--- config.mk ---
export PLATFORM = sky130hd
export DESIGN_NAME = rtp_receiver_statistics
export DESIGN_NICKNAME = d
export VERILOG_FILES = /design/src/hw/rtl/rrs_pkg.sv /design/src/hw/rtl/rrs_div.sv /design/src/hw/rtl/rtp_receiver_statistics.sv
export SDC_FILE = /design/constraint.sdc
export NUM_CORES = 2
export LEC_CHECK = 0
export BUFFER_PORTS_ARGS = -buffer_cell sky130_fd_sc_hd__buf_2
export CAP_MARGIN = 20
export CORE_AREA = 10 10 408 410
export DETAILED_ROUTE_END_ITERATION = 10
export DIE_AREA = 0 0 418 420
export GPL_TIMING_DRIVEN = 1
export MAX_ROUTING_LAYER = met4
export PLACE_DENSITY = 0.87
export SYNTH_ARGS = -nofsm -noshare
export SYNTH_HDL_FRONTEND = slang
export SYNTH_HIERARCHICAL = 1
export SYNTH_SLANG_ARGS = --single-unit
--- constraint.sdc ---
create_clock -name clk -period 16.7 [get_ports clk]
set_input_delay 1.67 -clock clk [delete_from_list [all_inputs] [get_ports clk]]
set_output_delay 1.67 -clock clk [all_outputs]
set_load 0.02 [all_outputs]
--- src/hw/rtl/rrs_pkg.sv ---
package rrs_pkg;

  // Jitter filter gain is 1/2^JITTER_SHIFT
  localparam int JITTER_SHIFT = 4;
  localparam logic [32:0] JITTER_HALF = 33'(1) << (JITTER_SHIFT - 1);

  // Event kinds
  localparam logic [2:0] OP_RTP    = 3'd0;
  localparam logic [2:0] OP_RTX    = 3'd1;
  localparam logic [2:0] OP_FEC    = 3'd2;
  localparam logic [2:0] OP_REPAIR = 3'd3;
  localparam logic [2:0] OP_REPORT = 3'd4;

  // Shared divider: dividend covers bytes*8000 of a 40-bit byte count
  localparam int DIV_DW    = 53;
  localparam int DIV_VW    = 48;
  localparam int DIV_CW    = $clog2(DIV_DW);
  localparam logic [DIV_CW-1:0] DIV_LAST = DIV_CW'(DIV_DW - 1);

  typedef struct packed {
    logic [2:0]  opcode;
    logic [30:0] seq_num;
    logic [15:0] payload_bytes;
    logic [47:0] send_time;
    logic [47:0] arrival_time;
  } in_item_t;

  typedef struct packed {
    logic [31:0] jitter_x16;
    logic [30:0] first_lost;
    logic [15:0] lost_count;
    logic        out_of_order;
    logic [8:0]  fraction_lost_q8;
    logic [15:0] fraction_received;
    logic [31:0] rate_kbps;
    logic [31:0] fec_rate_kbps;
    logic [31:0] total_received;
    logic [31:0] total_out_of_order;
    logic [31:0] total_retransmitted;
    logic [47:0] total_bytes;
  } out_item_t;

  typedef struct packed {
    logic              start;
    logic [DIV_DW-1:0] dividend;
    logic [DIV_VW-1:0] divisor;
  } div_req_t;

  typedef struct packed {
    logic              busy;
    logic              done;
    logic [DIV_DW-1:0] quotient;
  } div_rsp_t;

endpackage

--- src/hw/rtl/rrs_div.sv ---
module rrs_div (
  input  logic              clk,
  input  logic              rst_n,
  input  rrs_pkg::div_req_t req,
  output rrs_pkg::div_rsp_t rsp
);

  logic [rrs_pkg::DIV_DW-1:0] quo_r;
  logic [rrs_pkg::DIV_VW-1:0] rem_r;
  logic [rrs_pkg::DIV_VW-1:0] dvs_r;
  logic [rrs_pkg::DIV_CW-1:0] cnt_r;
  logic                       busy_r;
  logic                       done_r;
  logic [rrs_pkg::DIV_VW:0]   trial;
  logic [rrs_pkg::DIV_VW+1:0] sub;
  logic                       ge;

  // One restoring step: shift in the next dividend bit, try the subtract
  assign trial = {rem_r, quo_r[rrs_pkg::DIV_DW-1]};
  assign sub   = {1'b0, trial} - {2'b0, dvs_r};
  assign ge    = !sub[rrs_pkg::DIV_VW+1];

  always_ff @(posedge clk) begin
    if (!rst_n) begin
      busy_r <= 1'b0;
      done_r <= 1'b0;
    end else begin
      done_r <= 1'b0;
      if (req.start) begin
        busy_r <= 1'b1;
        quo_r  <= req.dividend;
        dvs_r  <= req.divisor;
        rem_r  <= '0;
        cnt_r  <= rrs_pkg::DIV_LAST;
      end else if (busy_r) begin
        quo_r <= {quo_r[rrs_pkg::DIV_DW-2:0], ge};
        rem_r <= ge ? sub[rrs_pkg::DIV_VW-1:0] : trial[rrs_pkg::DIV_VW-1:0];
        cnt_r <= cnt_r - 1'b1;
        if (cnt_r == '0) begin
          busy_r <= 1'b0;
          done_r <= 1'b1;
        end
      end
    end
  end

  assign rsp.busy     = busy_r;
  assign rsp.done     = done_r;
  assign rsp.quotient = quo_r;

endmodule

--- src/hw/rtl/rtp_receiver_statistics.sv ---
// RTP receiver statistics. One event is taken at a time; in_stall stays high
// until its result is built. An accepted RTP or retransmitted packet passes
// through the staged jitter update (transit, difference, filter) before the
// next event can be taken; FEC, repair and unknown events skip that update.
// A report tick runs up to three divisions (fraction lost, data rate, FEC rate)
// through one shared bit-serial divider of 53 steps each. A finished result
// waits in the output register while the next event is already accepted.
module rtp_receiver_statistics (
  input  logic               clk,
  input  logic               rst_n,
  input  logic               in_valid,
  output logic               in_stall,
  input  rrs_pkg::in_item_t  in_data,
  output logic               out_valid,
  input  logic               out_stall,
  output rrs_pkg::out_item_t out_data
);

  localparam logic [3:0] ST_IDLE  = 4'd0;
  localparam logic [3:0] ST_DEC   = 4'd1;
  localparam logic [3:0] ST_PKT_T = 4'd2;
  localparam logic [3:0] ST_PKT_D = 4'd3;
  localparam logic [3:0] ST_PKT_J = 4'd4;
  localparam logic [3:0] ST_RPT_0 = 4'd5;
  localparam logic [3:0] ST_DIV_F = 4'd6;
  localparam logic [3:0] ST_DIV_R = 4'd7;
  localparam logic [3:0] ST_DIV_E = 4'd8;
  localparam logic [3:0] ST_RPT_E = 4'd9;
  localparam logic [3:0] ST_FIN   = 4'd10;

  logic [3:0]         state_r;
  rrs_pkg::in_item_t  item_r;
  logic               out_valid_r;
  rrs_pkg::out_item_t out_data_r;
  logic               started_r;

  // statistics state
  logic [48:0] prev_transit_r;
  logic [31:0] jitter_r;
  logic [30:0] highest_r;
  logic [30:0] base_seq_r;
  logic [15:0] frac_pkts_r;
  logic [15:0] frac_rep_r;
  logic [39:0] bytes_r;
  logic [39:0] fec_bytes_r;
  logic [47:0] last_rpt_r;
  logic [31:0] last_fec_rate_r;
  logic [31:0] cnt_rx_r;
  logic [31:0] cnt_ooo_r;
  logic [31:0] cnt_rtx_r;
  logic [31:0] cnt_rep_r;
  logic [47:0] cnt_bytes_r;

  // working registers
  logic [48:0] transit_r;
  logic [48:0] absd_r;
  logic [31:0] jdec_r;
  logic [47:0] dt_r;
  logic [30:0] exp_r;
  logic [30:0] lost_r;

  // result fields
  logic [30:0] first_lost_r;
  logic [15:0] lost_cnt_r;
  logic        ooo_r;
  logic [8:0]  frac_q8_r;
  logic [15:0] frac_rx_r;
  logic [31:0] rate_r;
  logic [31:0] fec_rate_r;

  rrs_pkg::div_req_t div_req;
  rrs_pkg::div_rsp_t div_rsp;

  logic [48:0] transit_nxt;
  logic [49:0] diff;
  logic [48:0] absd_nxt;
  logic [32:0] jround;
  logic [31:0] jdec_nxt;
  logic [49:0] jsum;
  logic [31:0] jitter_nxt;
  logic        seq_gt_hi;
  logic        seq_gt_base;
  logic        gap_over;
  logic [30:0] hi_plus1;
  logic [30:0] skipped;
  logic [15:0] pkts_inc;
  logic [15:0] rep_inc;
  logic [40:0] bytes_sum;
  logic [39:0] bytes_nxt;
  logic [40:0] fec_sum;
  logic [39:0] fec_nxt;
  logic [47:0] cnt_bytes_nxt;
  logic [47:0] dt_nxt;
  logic [31:0] exp_s;
  logic [16:0] got;
  logic [32:0] lost_s;
  logic        frac_ok;
  logic        div_skip;
  logic [31:0] q_sat;

  // jitter path, split over the transit, difference and filter stages
  assign transit_nxt = {1'b0, item_r.arrival_time} - {1'b0, item_r.send_time};
  assign diff        = {transit_r[48], transit_r} - {prev_transit_r[48], prev_transit_r};
  assign absd_nxt    = diff[49] ? 49'(-diff) : diff[48:0];
  assign jround      = {1'b0, jitter_r} + rrs_pkg::JITTER_HALF;
  assign jdec_nxt    = jitter_r - 32'(jround >> rrs_pkg::JITTER_SHIFT);
  assign jsum        = {18'b0, jdec_r} + {1'b0, absd_r};
  assign jitter_nxt  = (|jsum[49:32]) ? '1 : jsum[31:0];

  // sequence tracking
  assign seq_gt_hi   = item_r.seq_num > highest_r;
  assign seq_gt_base = item_r.seq_num > base_seq_r;
  assign gap_over    = {1'b0, item_r.seq_num} > ({1'b0, highest_r} + 32'd1);
  assign hi_plus1    = highest_r + 31'd1;
  assign skipped     = item_r.seq_num - hi_plus1;

  // saturating fraction counters, wrapping totals
  assign pkts_inc      = (frac_pkts_r == 16'hFFFF) ? frac_pkts_r : frac_pkts_r + 16'd1;
  assign rep_inc       = (frac_rep_r == 16'hFFFF) ? frac_rep_r : frac_rep_r + 16'd1;
  assign bytes_sum     = {1'b0, bytes_r} + {25'b0, item_r.payload_bytes};
  assign bytes_nxt     = bytes_sum[40] ? '1 : bytes_sum[39:0];
  assign fec_sum       = {1'b0, fec_bytes_r} + {25'b0, item_r.payload_bytes};
  assign fec_nxt       = fec_sum[40] ? '1 : fec_sum[39:0];
  assign cnt_bytes_nxt = cnt_bytes_r + {32'b0, item_r.payload_bytes};

  // report setup
  assign dt_nxt  = (item_r.arrival_time > last_rpt_r) ? item_r.arrival_time - last_rpt_r : '0;
  assign exp_s   = {1'b0, highest_r} - {1'b0, base_seq_r};
  assign got     = {1'b0, frac_pkts_r} + {1'b0, frac_rep_r};
  assign lost_s  = {exp_s[31], exp_s} - {16'b0, got};
  assign frac_ok = !exp_s[31] && (exp_s != '0) && !lost_s[32] && (lost_s != '0);

  // shared divider operands
  assign div_skip = (state_r == ST_DIV_R || state_r == ST_DIV_E) && (dt_r == '0);
  always_comb begin
    div_req.start    = (state_r == ST_DIV_F || state_r == ST_DIV_R || state_r == ST_DIV_E)
                       && !started_r && !div_skip;
    div_req.dividend = '0;
    div_req.divisor  = dt_r;
    case (state_r)
      ST_DIV_F: begin
        div_req.dividend = {14'b0, lost_r, 8'b0};
        div_req.divisor  = {17'b0, exp_r};
      end
      ST_DIV_R: div_req.dividend = {bytes_r, 13'b0} - {6'b0, bytes_r, 7'b0}
                                   - {7'b0, bytes_r, 6'b0};
      ST_DIV_E: div_req.dividend = {fec_bytes_r, 13'b0} - {6'b0, fec_bytes_r, 7'b0}
                                   - {7'b0, fec_bytes_r, 6'b0};
      default: div_req.dividend = '0;
    endcase
  end
  assign q_sat = (|div_rsp.quotient[rrs_pkg::DIV_DW-1:32]) ? '1 : div_rsp.quotient[31:0];

  rrs_div u_div (
    .clk   (clk),
    .rst_n (rst_n),
    .req   (div_req),
    .rsp   (div_rsp)
  );

  // sequencer
  always_ff @(posedge clk) begin
    if (!rst_n) begin
      state_r         <= ST_IDLE;
      out_valid_r     <= 1'b0;
      started_r       <= 1'b0;
      prev_transit_r  <= '0;
      jitter_r        <= '0;
      highest_r       <= '0;
      base_seq_r      <= '0;
      frac_pkts_r     <= '0;
      frac_rep_r      <= '0;
      bytes_r         <= '0;
      fec_bytes_r     <= '0;
      last_rpt_r      <= '0;
      last_fec_rate_r <= '0;
      cnt_rx_r        <= '0;
      cnt_ooo_r       <= '0;
      cnt_rtx_r       <= '0;
      cnt_rep_r       <= '0;
      cnt_bytes_r     <= '0;
    end else begin
      // drop the taken result unless a new one is loaded below
      if (out_valid_r && !out_stall && state_r != ST_FIN) begin
        out_valid_r <= 1'b0;
      end
      case (state_r)
        ST_IDLE: begin
          if (in_valid) begin
            item_r  <= in_data;
            state_r <= ST_DEC;
          end
        end
        ST_DEC: begin
          first_lost_r <= '0;
          lost_cnt_r   <= '0;
          ooo_r        <= 1'b0;
          frac_q8_r    <= '0;
          frac_rx_r    <= '0;
          rate_r       <= '0;
          fec_rate_r   <= '0;
          case (item_r.opcode)
            rrs_pkg::OP_RTP, rrs_pkg::OP_RTX: state_r <= ST_PKT_T;
            rrs_pkg::OP_FEC: begin
              cnt_bytes_r <= cnt_bytes_nxt;
              fec_bytes_r <= fec_nxt;
              state_r     <= ST_FIN;
            end
            rrs_pkg::OP_REPAIR: begin
              frac_rep_r <= rep_inc;
              cnt_rep_r  <= cnt_rep_r + 32'd1;
              if (seq_gt_hi) begin
                highest_r <= item_r.seq_num;
              end
              state_r <= ST_FIN;
            end
            rrs_pkg::OP_REPORT: state_r <= ST_RPT_0;
            default: state_r <= ST_FIN;
          endcase
        end
        ST_PKT_T: begin
          transit_r <= transit_nxt;
          state_r   <= ST_PKT_D;
        end
        ST_PKT_D: begin
          absd_r  <= absd_nxt;
          jdec_r  <= jdec_nxt;
          state_r <= ST_PKT_J;
        end
        ST_PKT_J: begin
          jitter_r       <= jitter_nxt;
          prev_transit_r <= transit_r;
          cnt_rx_r       <= cnt_rx_r + 32'd1;
          cnt_bytes_r    <= cnt_bytes_nxt;
          if (seq_gt_hi) begin
            highest_r <= item_r.seq_num;
          end
          if (item_r.opcode == rrs_pkg::OP_RTP) begin
            frac_pkts_r <= pkts_inc;
            bytes_r     <= bytes_nxt;
            if (gap_over) begin
              first_lost_r <= hi_plus1;
              lost_cnt_r   <= (|skipped[30:16]) ? 16'hFFFF : skipped[15:0];
            end else if (!seq_gt_hi) begin
              ooo_r     <= 1'b1;
              cnt_ooo_r <= cnt_ooo_r + 32'd1;
            end
          end else begin
            cnt_rtx_r <= cnt_rtx_r + 32'd1;
            if (seq_gt_base) begin
              frac_pkts_r <= pkts_inc;
              bytes_r     <= bytes_nxt;
            end
          end
          state_r <= ST_FIN;
        end
        ST_RPT_0: begin
          dt_r   <= dt_nxt;
          exp_r  <= exp_s[30:0];
          lost_r <= lost_s[30:0];
          if (frac_pkts_r == '0) begin
            frac_q8_r  <= 9'd256;
            fec_rate_r <= last_fec_rate_r;
            state_r    <= ST_RPT_E;
          end else begin
            frac_rx_r  <= frac_pkts_r;
            base_seq_r <= highest_r;
            state_r    <= frac_ok ? ST_DIV_F : ST_DIV_R;
          end
        end
        ST_DIV_F, ST_DIV_R, ST_DIV_E: begin
          if (!started_r) begin
            if (div_skip) begin
              if (state_r == ST_DIV_E) begin
                last_fec_rate_r <= '0;
                state_r         <= ST_RPT_E;
              end else begin
                state_r <= ST_DIV_E;
              end
            end else begin
              started_r <= 1'b1;
            end
          end else if (div_rsp.done) begin
            started_r <= 1'b0;
            case (state_r)
              ST_DIV_F: begin
                frac_q8_r <= div_rsp.quotient[8:0];
                state_r   <= ST_DIV_R;
              end
              ST_DIV_R: begin
                rate_r  <= q_sat;
                state_r <= ST_DIV_E;
              end
              default: begin
                fec_rate_r      <= q_sat;
                last_fec_rate_r <= q_sat;
                state_r         <= ST_RPT_E;
              end
            endcase
          end
        end
        ST_RPT_E: begin
          if (div_skip) begin
            fec_rate_r <= '0;
          end
          frac_pkts_r <= '0;
          frac_rep_r  <= '0;
          bytes_r     <= '0;
          fec_bytes_r <= '0;
          last_rpt_r  <= item_r.arrival_time;
          state_r     <= ST_FIN;
        end
        ST_FIN: begin
          // hold until the output register is free
          if (!out_valid_r || !out_stall) begin
            out_valid_r                    <= 1'b1;
            out_data_r.jitter_x16          <= jitter_r;
            out_data_r.first_lost          <= first_lost_r;
            out_data_r.lost_count          <= lost_cnt_r;
            out_data_r.out_of_order        <= ooo_r;
            out_data_r.fraction_lost_q8    <= frac_q8_r;
            out_data_r.fraction_received   <= frac_rx_r;
            out_data_r.rate_kbps           <= rate_r;
            out_data_r.fec_rate_kbps       <= fec_rate_r;
            out_data_r.total_received      <= cnt_rx_r;
            out_data_r.total_out_of_order  <= cnt_ooo_r;
            out_data_r.total_retransmitted <= cnt_rtx_r;
            out_data_r.total_bytes         <= cnt_bytes_r;
            state_r                        <= ST_IDLE;
          end
        end
        default: state_r <= ST_IDLE;
      endcase
    end
  end

  assign in_stall  = (state_r != ST_IDLE);
  assign out_valid = out_valid_r;
  assign out_data  = out_data_r;

  // divider is only launched while idle
  a_div_start_idle: assert property (@(posedge clk) disable iff (!rst_n)
    div_req.start |-> !div_rsp.busy)
    else $error("divider started while busy");

  // divider completion only lands in a division state
  a_div_done_state: assert property (@(posedge clk) disable iff (!rst_n)
    div_rsp.done |-> (state_r == ST_DIV_F || state_r == ST_DIV_R || state_r == ST_DIV_E))
    else $error("divider result with no division pending");

  // an accepted item is decoded next
  a_accept_decode: assert property (@(posedge clk) disable iff (!rst_n)
    (in_valid && !in_stall) |=> (state_r == ST_DEC))
    else $error("accepted item not decoded");

  // fraction lost stays within Q8 range
  a_frac_range: assert property (@(posedge clk) disable iff (!rst_n)
    out_valid_r |-> (out_data_r.fraction_lost_q8 <= 9'd256))
    else $error("fraction lost out of range");

endmodule
== After elaboration in Yosys (flattened, before gate mapping) ==
Cells that the tools add are included.

* Add/sub/neg operators: 27
* Magnitude comparators: 4
* Equal/unequal tests: 39
* Muxes and demuxes: 81
* Bitwise gates (word level): 6
* Reduce and logical (&&, ||, !) cells: 68

{| class="wikitable"
|+ Operators by type and width
! cell !! count
|-
| two-way mux 32 bit || 13
|-
| two-way mux 40 bit || 5
|-
| case mux 40 bit (2 select lines) || 2
|-
| case mux 53 bit (3 select lines) || 1
|-
| two-way mux 31 bit || 5
|-
| two-way mux 16 bit || 9
|-
| two-way mux 48 bit || 3
|-
| case mux 16 bit (2 select lines) || 4
|-
| case mux 32 bit (4 select lines) || 1
|-
| case mux 31 bit (2 select lines) || 2
|-
| two-way mux 53 bit || 2
|-
| subtractor 53 x 46 -> 53 bit || 2
|-
| subtractor 53 x 47 -> 53 bit || 2
|-
| adder 32 x 1 -> 32 bit (second input constant) || 3
|-
| case mux 48 bit (2 select lines) || 1
|-
| adder 40 x 16 -> 41 bit || 2
|-
| case mux 32 bit (2 select lines) || 1
|-
| greater-than comparator 31 bit || 2
|-
| adder 32 x 49 -> 50 bit || 1
|-
| subtractor 49 x 48 -> 50 bit || 1
|-
| subtractor 49 x 49 -> 50 bit || 1
|-
| two-way mux 49 bit || 1
|-
| negator 49 bit || 1
|-
| subtractor 48 x 48 -> 49 bit || 1
|-
| 60 further kinds || 159
|}

* Bits in registers: 1478
* Bits of input ports: 150
* Output and inout bits: 315
* Word-level logic and storage cells: 279

== Longest topological paths before layout ==
* Depth after elaboration: 8
* Gate-level depth with buffers: 28
* Gate-level depth less buffers: 27

== Hierarchy ==
The synthesis kept the hierarchy.

{| class="wikitable"
|+ Modules (own cells, without submodules)
! module !! times used !! cells an instance !! area each (µm²) !! seq. area each (µm²)
|-
| rtp_receiver_statistics || 1 || 7917 || 77144.0 || 34813.4
|-
| rrs_div || 1 || 830 || 9132.5 || 4694.5
|}

== Worst setup path after synthesis ==
OpenSTA, ideal clock, no wires.

* Path type: input-to-reg
* From: in rst_n
* To: reg out_data_r, in the netlist out_data[0], enable pin
* Library setup time: 0.993 ns
* Data arrival time: 15.502 ns
* Required time: 15.707 ns
* Setup slack: 0.205 ns
* Stages on the path: 5
* Buffers on the path: 3
* Cells stage by stage: clkbuf_1 > clkbuf_1 > buf_1 > nand2_1 > nor2_1

* Longest elaborated chain between the ends: 1

{| class="wikitable"
|+ Ends and longest elaborated chain
! element !! line !! text
|-
| start: declaration || rtp_receiver_statistics.sv:10 || <nowiki>input logic rst_n,</nowiki>
|-
| AND reduction 3 bit (no source line) || -- ||
|-
| end: declaration || rtp_receiver_statistics.sv:34 || <nowiki>rrs_pkg::out_item_t out_data_r;</nowiki>
|}

Every way passes these cells.
A chain may end at the register's enable or synchronous reset.

== Worst setup path after layout ==
* From: reg frac_rep_r[1]
* To: reg state_r[0]

* Longest elaborated chain between the ends: 8
* Elaborated cells on any way between the ends: 9
* Those cells by class: add/sub (2); mux (3); reduce/logical (4)

{| class="wikitable"
|+ Ends and longest elaborated chain
! element !! line !! text
|-
| start: declaration || rtp_receiver_statistics.sv:43 || <nowiki>logic [15:0] frac_rep_r;</nowiki>
|-
| start signal: assignment || rtp_receiver_statistics.sv:210 || <nowiki>frac_rep_r <= rep_inc;</nowiki>
|-
| adder 16 x 16 -> 17 bit (*) || rtp_receiver_statistics.sv:129 || <nowiki>assign got = {1'b0, frac_pkts_r} + {1'b0, frac_rep_r};</nowiki>
|-
| subtractor 32 x 18 -> 33 bit (*) || rtp_receiver_statistics.sv:130 || <nowiki>assign lost_s = {exp_s[31], exp_s} - {16'b0, got};</nowiki>
|-
| parallel branches: the longest is 2 deep, another holds nonzero test 33 bit || -- ||
|-
| logical AND 1 bit (*) || rtp_receiver_statistics.sv:131 || <nowiki>assign frac_ok = !exp_s[31] && (exp_s != '0) && !lost_s[32] && (lost_s != '0);</nowiki>
|-
| two-way mux 1 bit (*) || rtp_receiver_statistics.sv:268 || <nowiki>state_r <= frac_ok ? ST_DIV_F : ST_DIV_R;</nowiki>
|-
| two-way mux 4 bit (*) || rtp_receiver_statistics.sv:261 || <nowiki>if (frac_pkts_r == '0) begin</nowiki>
|-
| case mux 4 bit (8 select lines) (*) || rtp_receiver_statistics.sv:187 || <nowiki>case (state_r)</nowiki>
|-
| end signal: assignment || rtp_receiver_statistics.sv:268 ||
|-
| end: declaration || rtp_receiver_statistics.sv:31 || <nowiki>logic [3:0] state_r;</nowiki>
|}

Every way passes the cells marked *.

==> reports/metrics.csv <==
metric,value,unit
first-pass GRT wire length,385,mm
Clock Latency Late Sink,820,ps
post-CTS setup buffers,0,
Max Cap Viol,0,
total track usage,28.1,%
post-layout min period,6780,ps
crit path launch type,register,
# port buffers,464,
WHS Endpoint,out_data[144]$_DFFE_PP_,
clock root cell,clkbuf_16,
Slew headroom,20.4,%
leakage,37.5,nW
"Clk pin slew, worst setup/hold paths",60,ps
Logic pwr share,47.8,%
Routed WL,250,mm
fill count,12300,
RSZ-0062 raised after global routing,no,
area of the die,176000,sq um
clk_skew,41.5,ps
syn avg cell area,9.86,sq um
Num CTS Buffers,156,
CTS tree,built,
PwrDens,173,nW/um^2
layout cells sized above 1,10.6,%
WP data required,17430,ps
initial antenna violation count,6,
r2r setup slk,9920,ps
vias in the first global route,67900,
Least-Margin Pin Slew,1190,ps
post-route ant nets,0,
Layout area overhead,11.4,%
Worst Hold Class,register to register,
fin. max-slew vios,0,
core area,158000,sq um
crit path kind,register to register,
CTS Sinks,1478,
CP endpoint kind,register,
RePlAce Congestion,0.991,
I/O pins,465,
# DRC,0,
gr ovfl total,0,
Post-Syn Instances,8746,
Crit Path Max Fanout,7,
hold buffer count at CTS,0,
Die Y-Extent,420,um
Crit Reg-Reg Startpoint,frac_rep_r[1]$_SDFFE_PN0P_,
Clock Power Share,22.0,%
min-delay src,fec_rate_r[0]$_DFFE_PP_,
Initial Utilization,54.7,%
pin count of the biggest net entering global routing,162,
Core Rows,146,
Seq pwr share,30.2,%
setup TNS,0,ps
Peak VDD IR,122,uV
DPL Wire Length,185,mm
Tcrit/Tclk final,40.6,%
Vias/cell,6.19,
hold path depth,0,
Worst Setup SP,frac_rep_r[1]$_SDFFE_PN0P_,
final core utilization,60.9,%
outcome,"finished, final reports clean",
Layout Nets,9962,
Yosys warnings,6,
Die W,418,um
Reg-to-Reg End,state_r[0]$_SDFFE_PN0P_,
FMAX,148,MHz
initial DRC count,7763,
worst-case clock buffer depth,3,
switch share,40.9,%
htree depth,4,
final hold vios,0,
net switching power,6.79,mW
"Cell Area, Synth",86300,sq um
drt wl/cell,22.1,um
Worst EP arrival,7500,ps
CTS resizes,0,
Int Pwr,9.82,mW
Pre-antenna DRT Iters,8,
total number of vias,70000,
R2R depth,25,
Final setup viols,0,
[worst max path at each step]
stage,slack (ps),endpoint,cells past startpoint
after floorplan,200,out_data[0]$_DFFE_PP_,5
after global placement,9920,state_r[0]$_SDFFE_PN0P_,25
after detailed placement,10020,state_r[0]$_SDFFE_PN0P_,25
after CTS,9940,state_r[0]$_SDFFE_PN0P_,25
after global routing,9310,state_r[0]$_SDFFE_PN0P_,25
final,9920,state_r[0]$_SDFFE_PN0P_,25
[cell usage in the layout (no fill, tap or decap), types with 79 or more instances in the layout]
cell and instances:
o21ai_0 434, fa_1 79, nand2b_1 85, ha_1 624
xor2_1 243, edfxtp_1 991, buf_2 463, a21oi_1 845
nand4_1 128, inv_1 532, clkbuf_16 158, and3_1 125
nor2_1 607, xnor2_1 364, o21a_1 121, nor2b_1 101
dfxtp_1 486, nand3_1 230, nand2_1 825, a21o_1 331
nor3_1 136, mux2_2 90
[sequential cells by signal, summed over array words and instances, names as in the netlist, 49 cells and up]
signal,flops
out_data,313
item_r,146
u_div/quo_r,53
absd_r,49
prev_transit_r,49
transit_r,49
[power groups by stage]
stage	combinational, mW	sequential (mW)	clock, mW
floorplan	5.58	4.97	0
global placement	7.53	5.06	0
detailed placement	7.66	5.07	0
CTS	7.74	5.00	3.70
global route	8.56	5.04	3.84
finish	7.94	5.01	3.66
[metal layers]
layer / share of wire, % / vias to the layer above / wire (um) / GRT usage [%]
met5: 0 / - / 0 / -
met4: 4.6 / 0 / 11400 / 12.0
met3: 8.1 / 616 / 20300 / 4.69
met2: 47 / 3366 / 116000 / 44.7
met1: 41 / 33600 / 102000 / 35.6
li1: - / 32400 / - / -
[metrics by stage]
stage | setup WS [ps] | hold slack, ps | cells | instance area [sq um] | total power [mW]
2_1_floorplan | 205 | 400 | 8751 | 86300 | 10.6
3_3_place_gp | 9920 | 401 | 11000 | 90600 | 12.6
3_5_place_dp | 10020 | 405 | 11000 | 90600 | 12.7
4_1_cts | 9940 | 415 | 11300 | 96000 | 16.4
5_1_grt | 9310 | 417 | 11300 | 96100 | 17.4
6_report | 9920 | 413 | 11300 | 96100 | 16.6
[layout make-up]
class	instances	area, sq um	area share, %
Antenna cell	3	7.51	0.00781
Clock buffer	201	4180	4.34
Clock inverter	90	1240	1.29
Inverter	534	2010	2.09
Multi-Input combinational cell	6409	43700	45.4
Sequential cell	1478	39500	41.1
Tap cell	2072	2590	2.70
Timing Repair Buffer	530	2900	3.01
[critical path, stage by stage (launching register included)]
cell and delay, ps:
dfxtp_1 400, ha_1 260, a21o_1 180, a21oi_1 200
o21ai_0 110, a21oi_1 220, o21ai_0 110, a21oi_1 250
nor2b_1 80, o21a_1 190, o41ai_1 550, o21ai_0 240
mux2i_1 150, a2111oi_0 480, ha_1 410, a21o_1 230
a31o_2 240, a2111oi_0 420, a21oi_1 230, a31o_2 290
nor3_1 390, nand4_1 200, a211oi_1 370, nand4b_1 180
nor4_1 170, o21bai_1 140
Power figures use the tool's default switching activity.
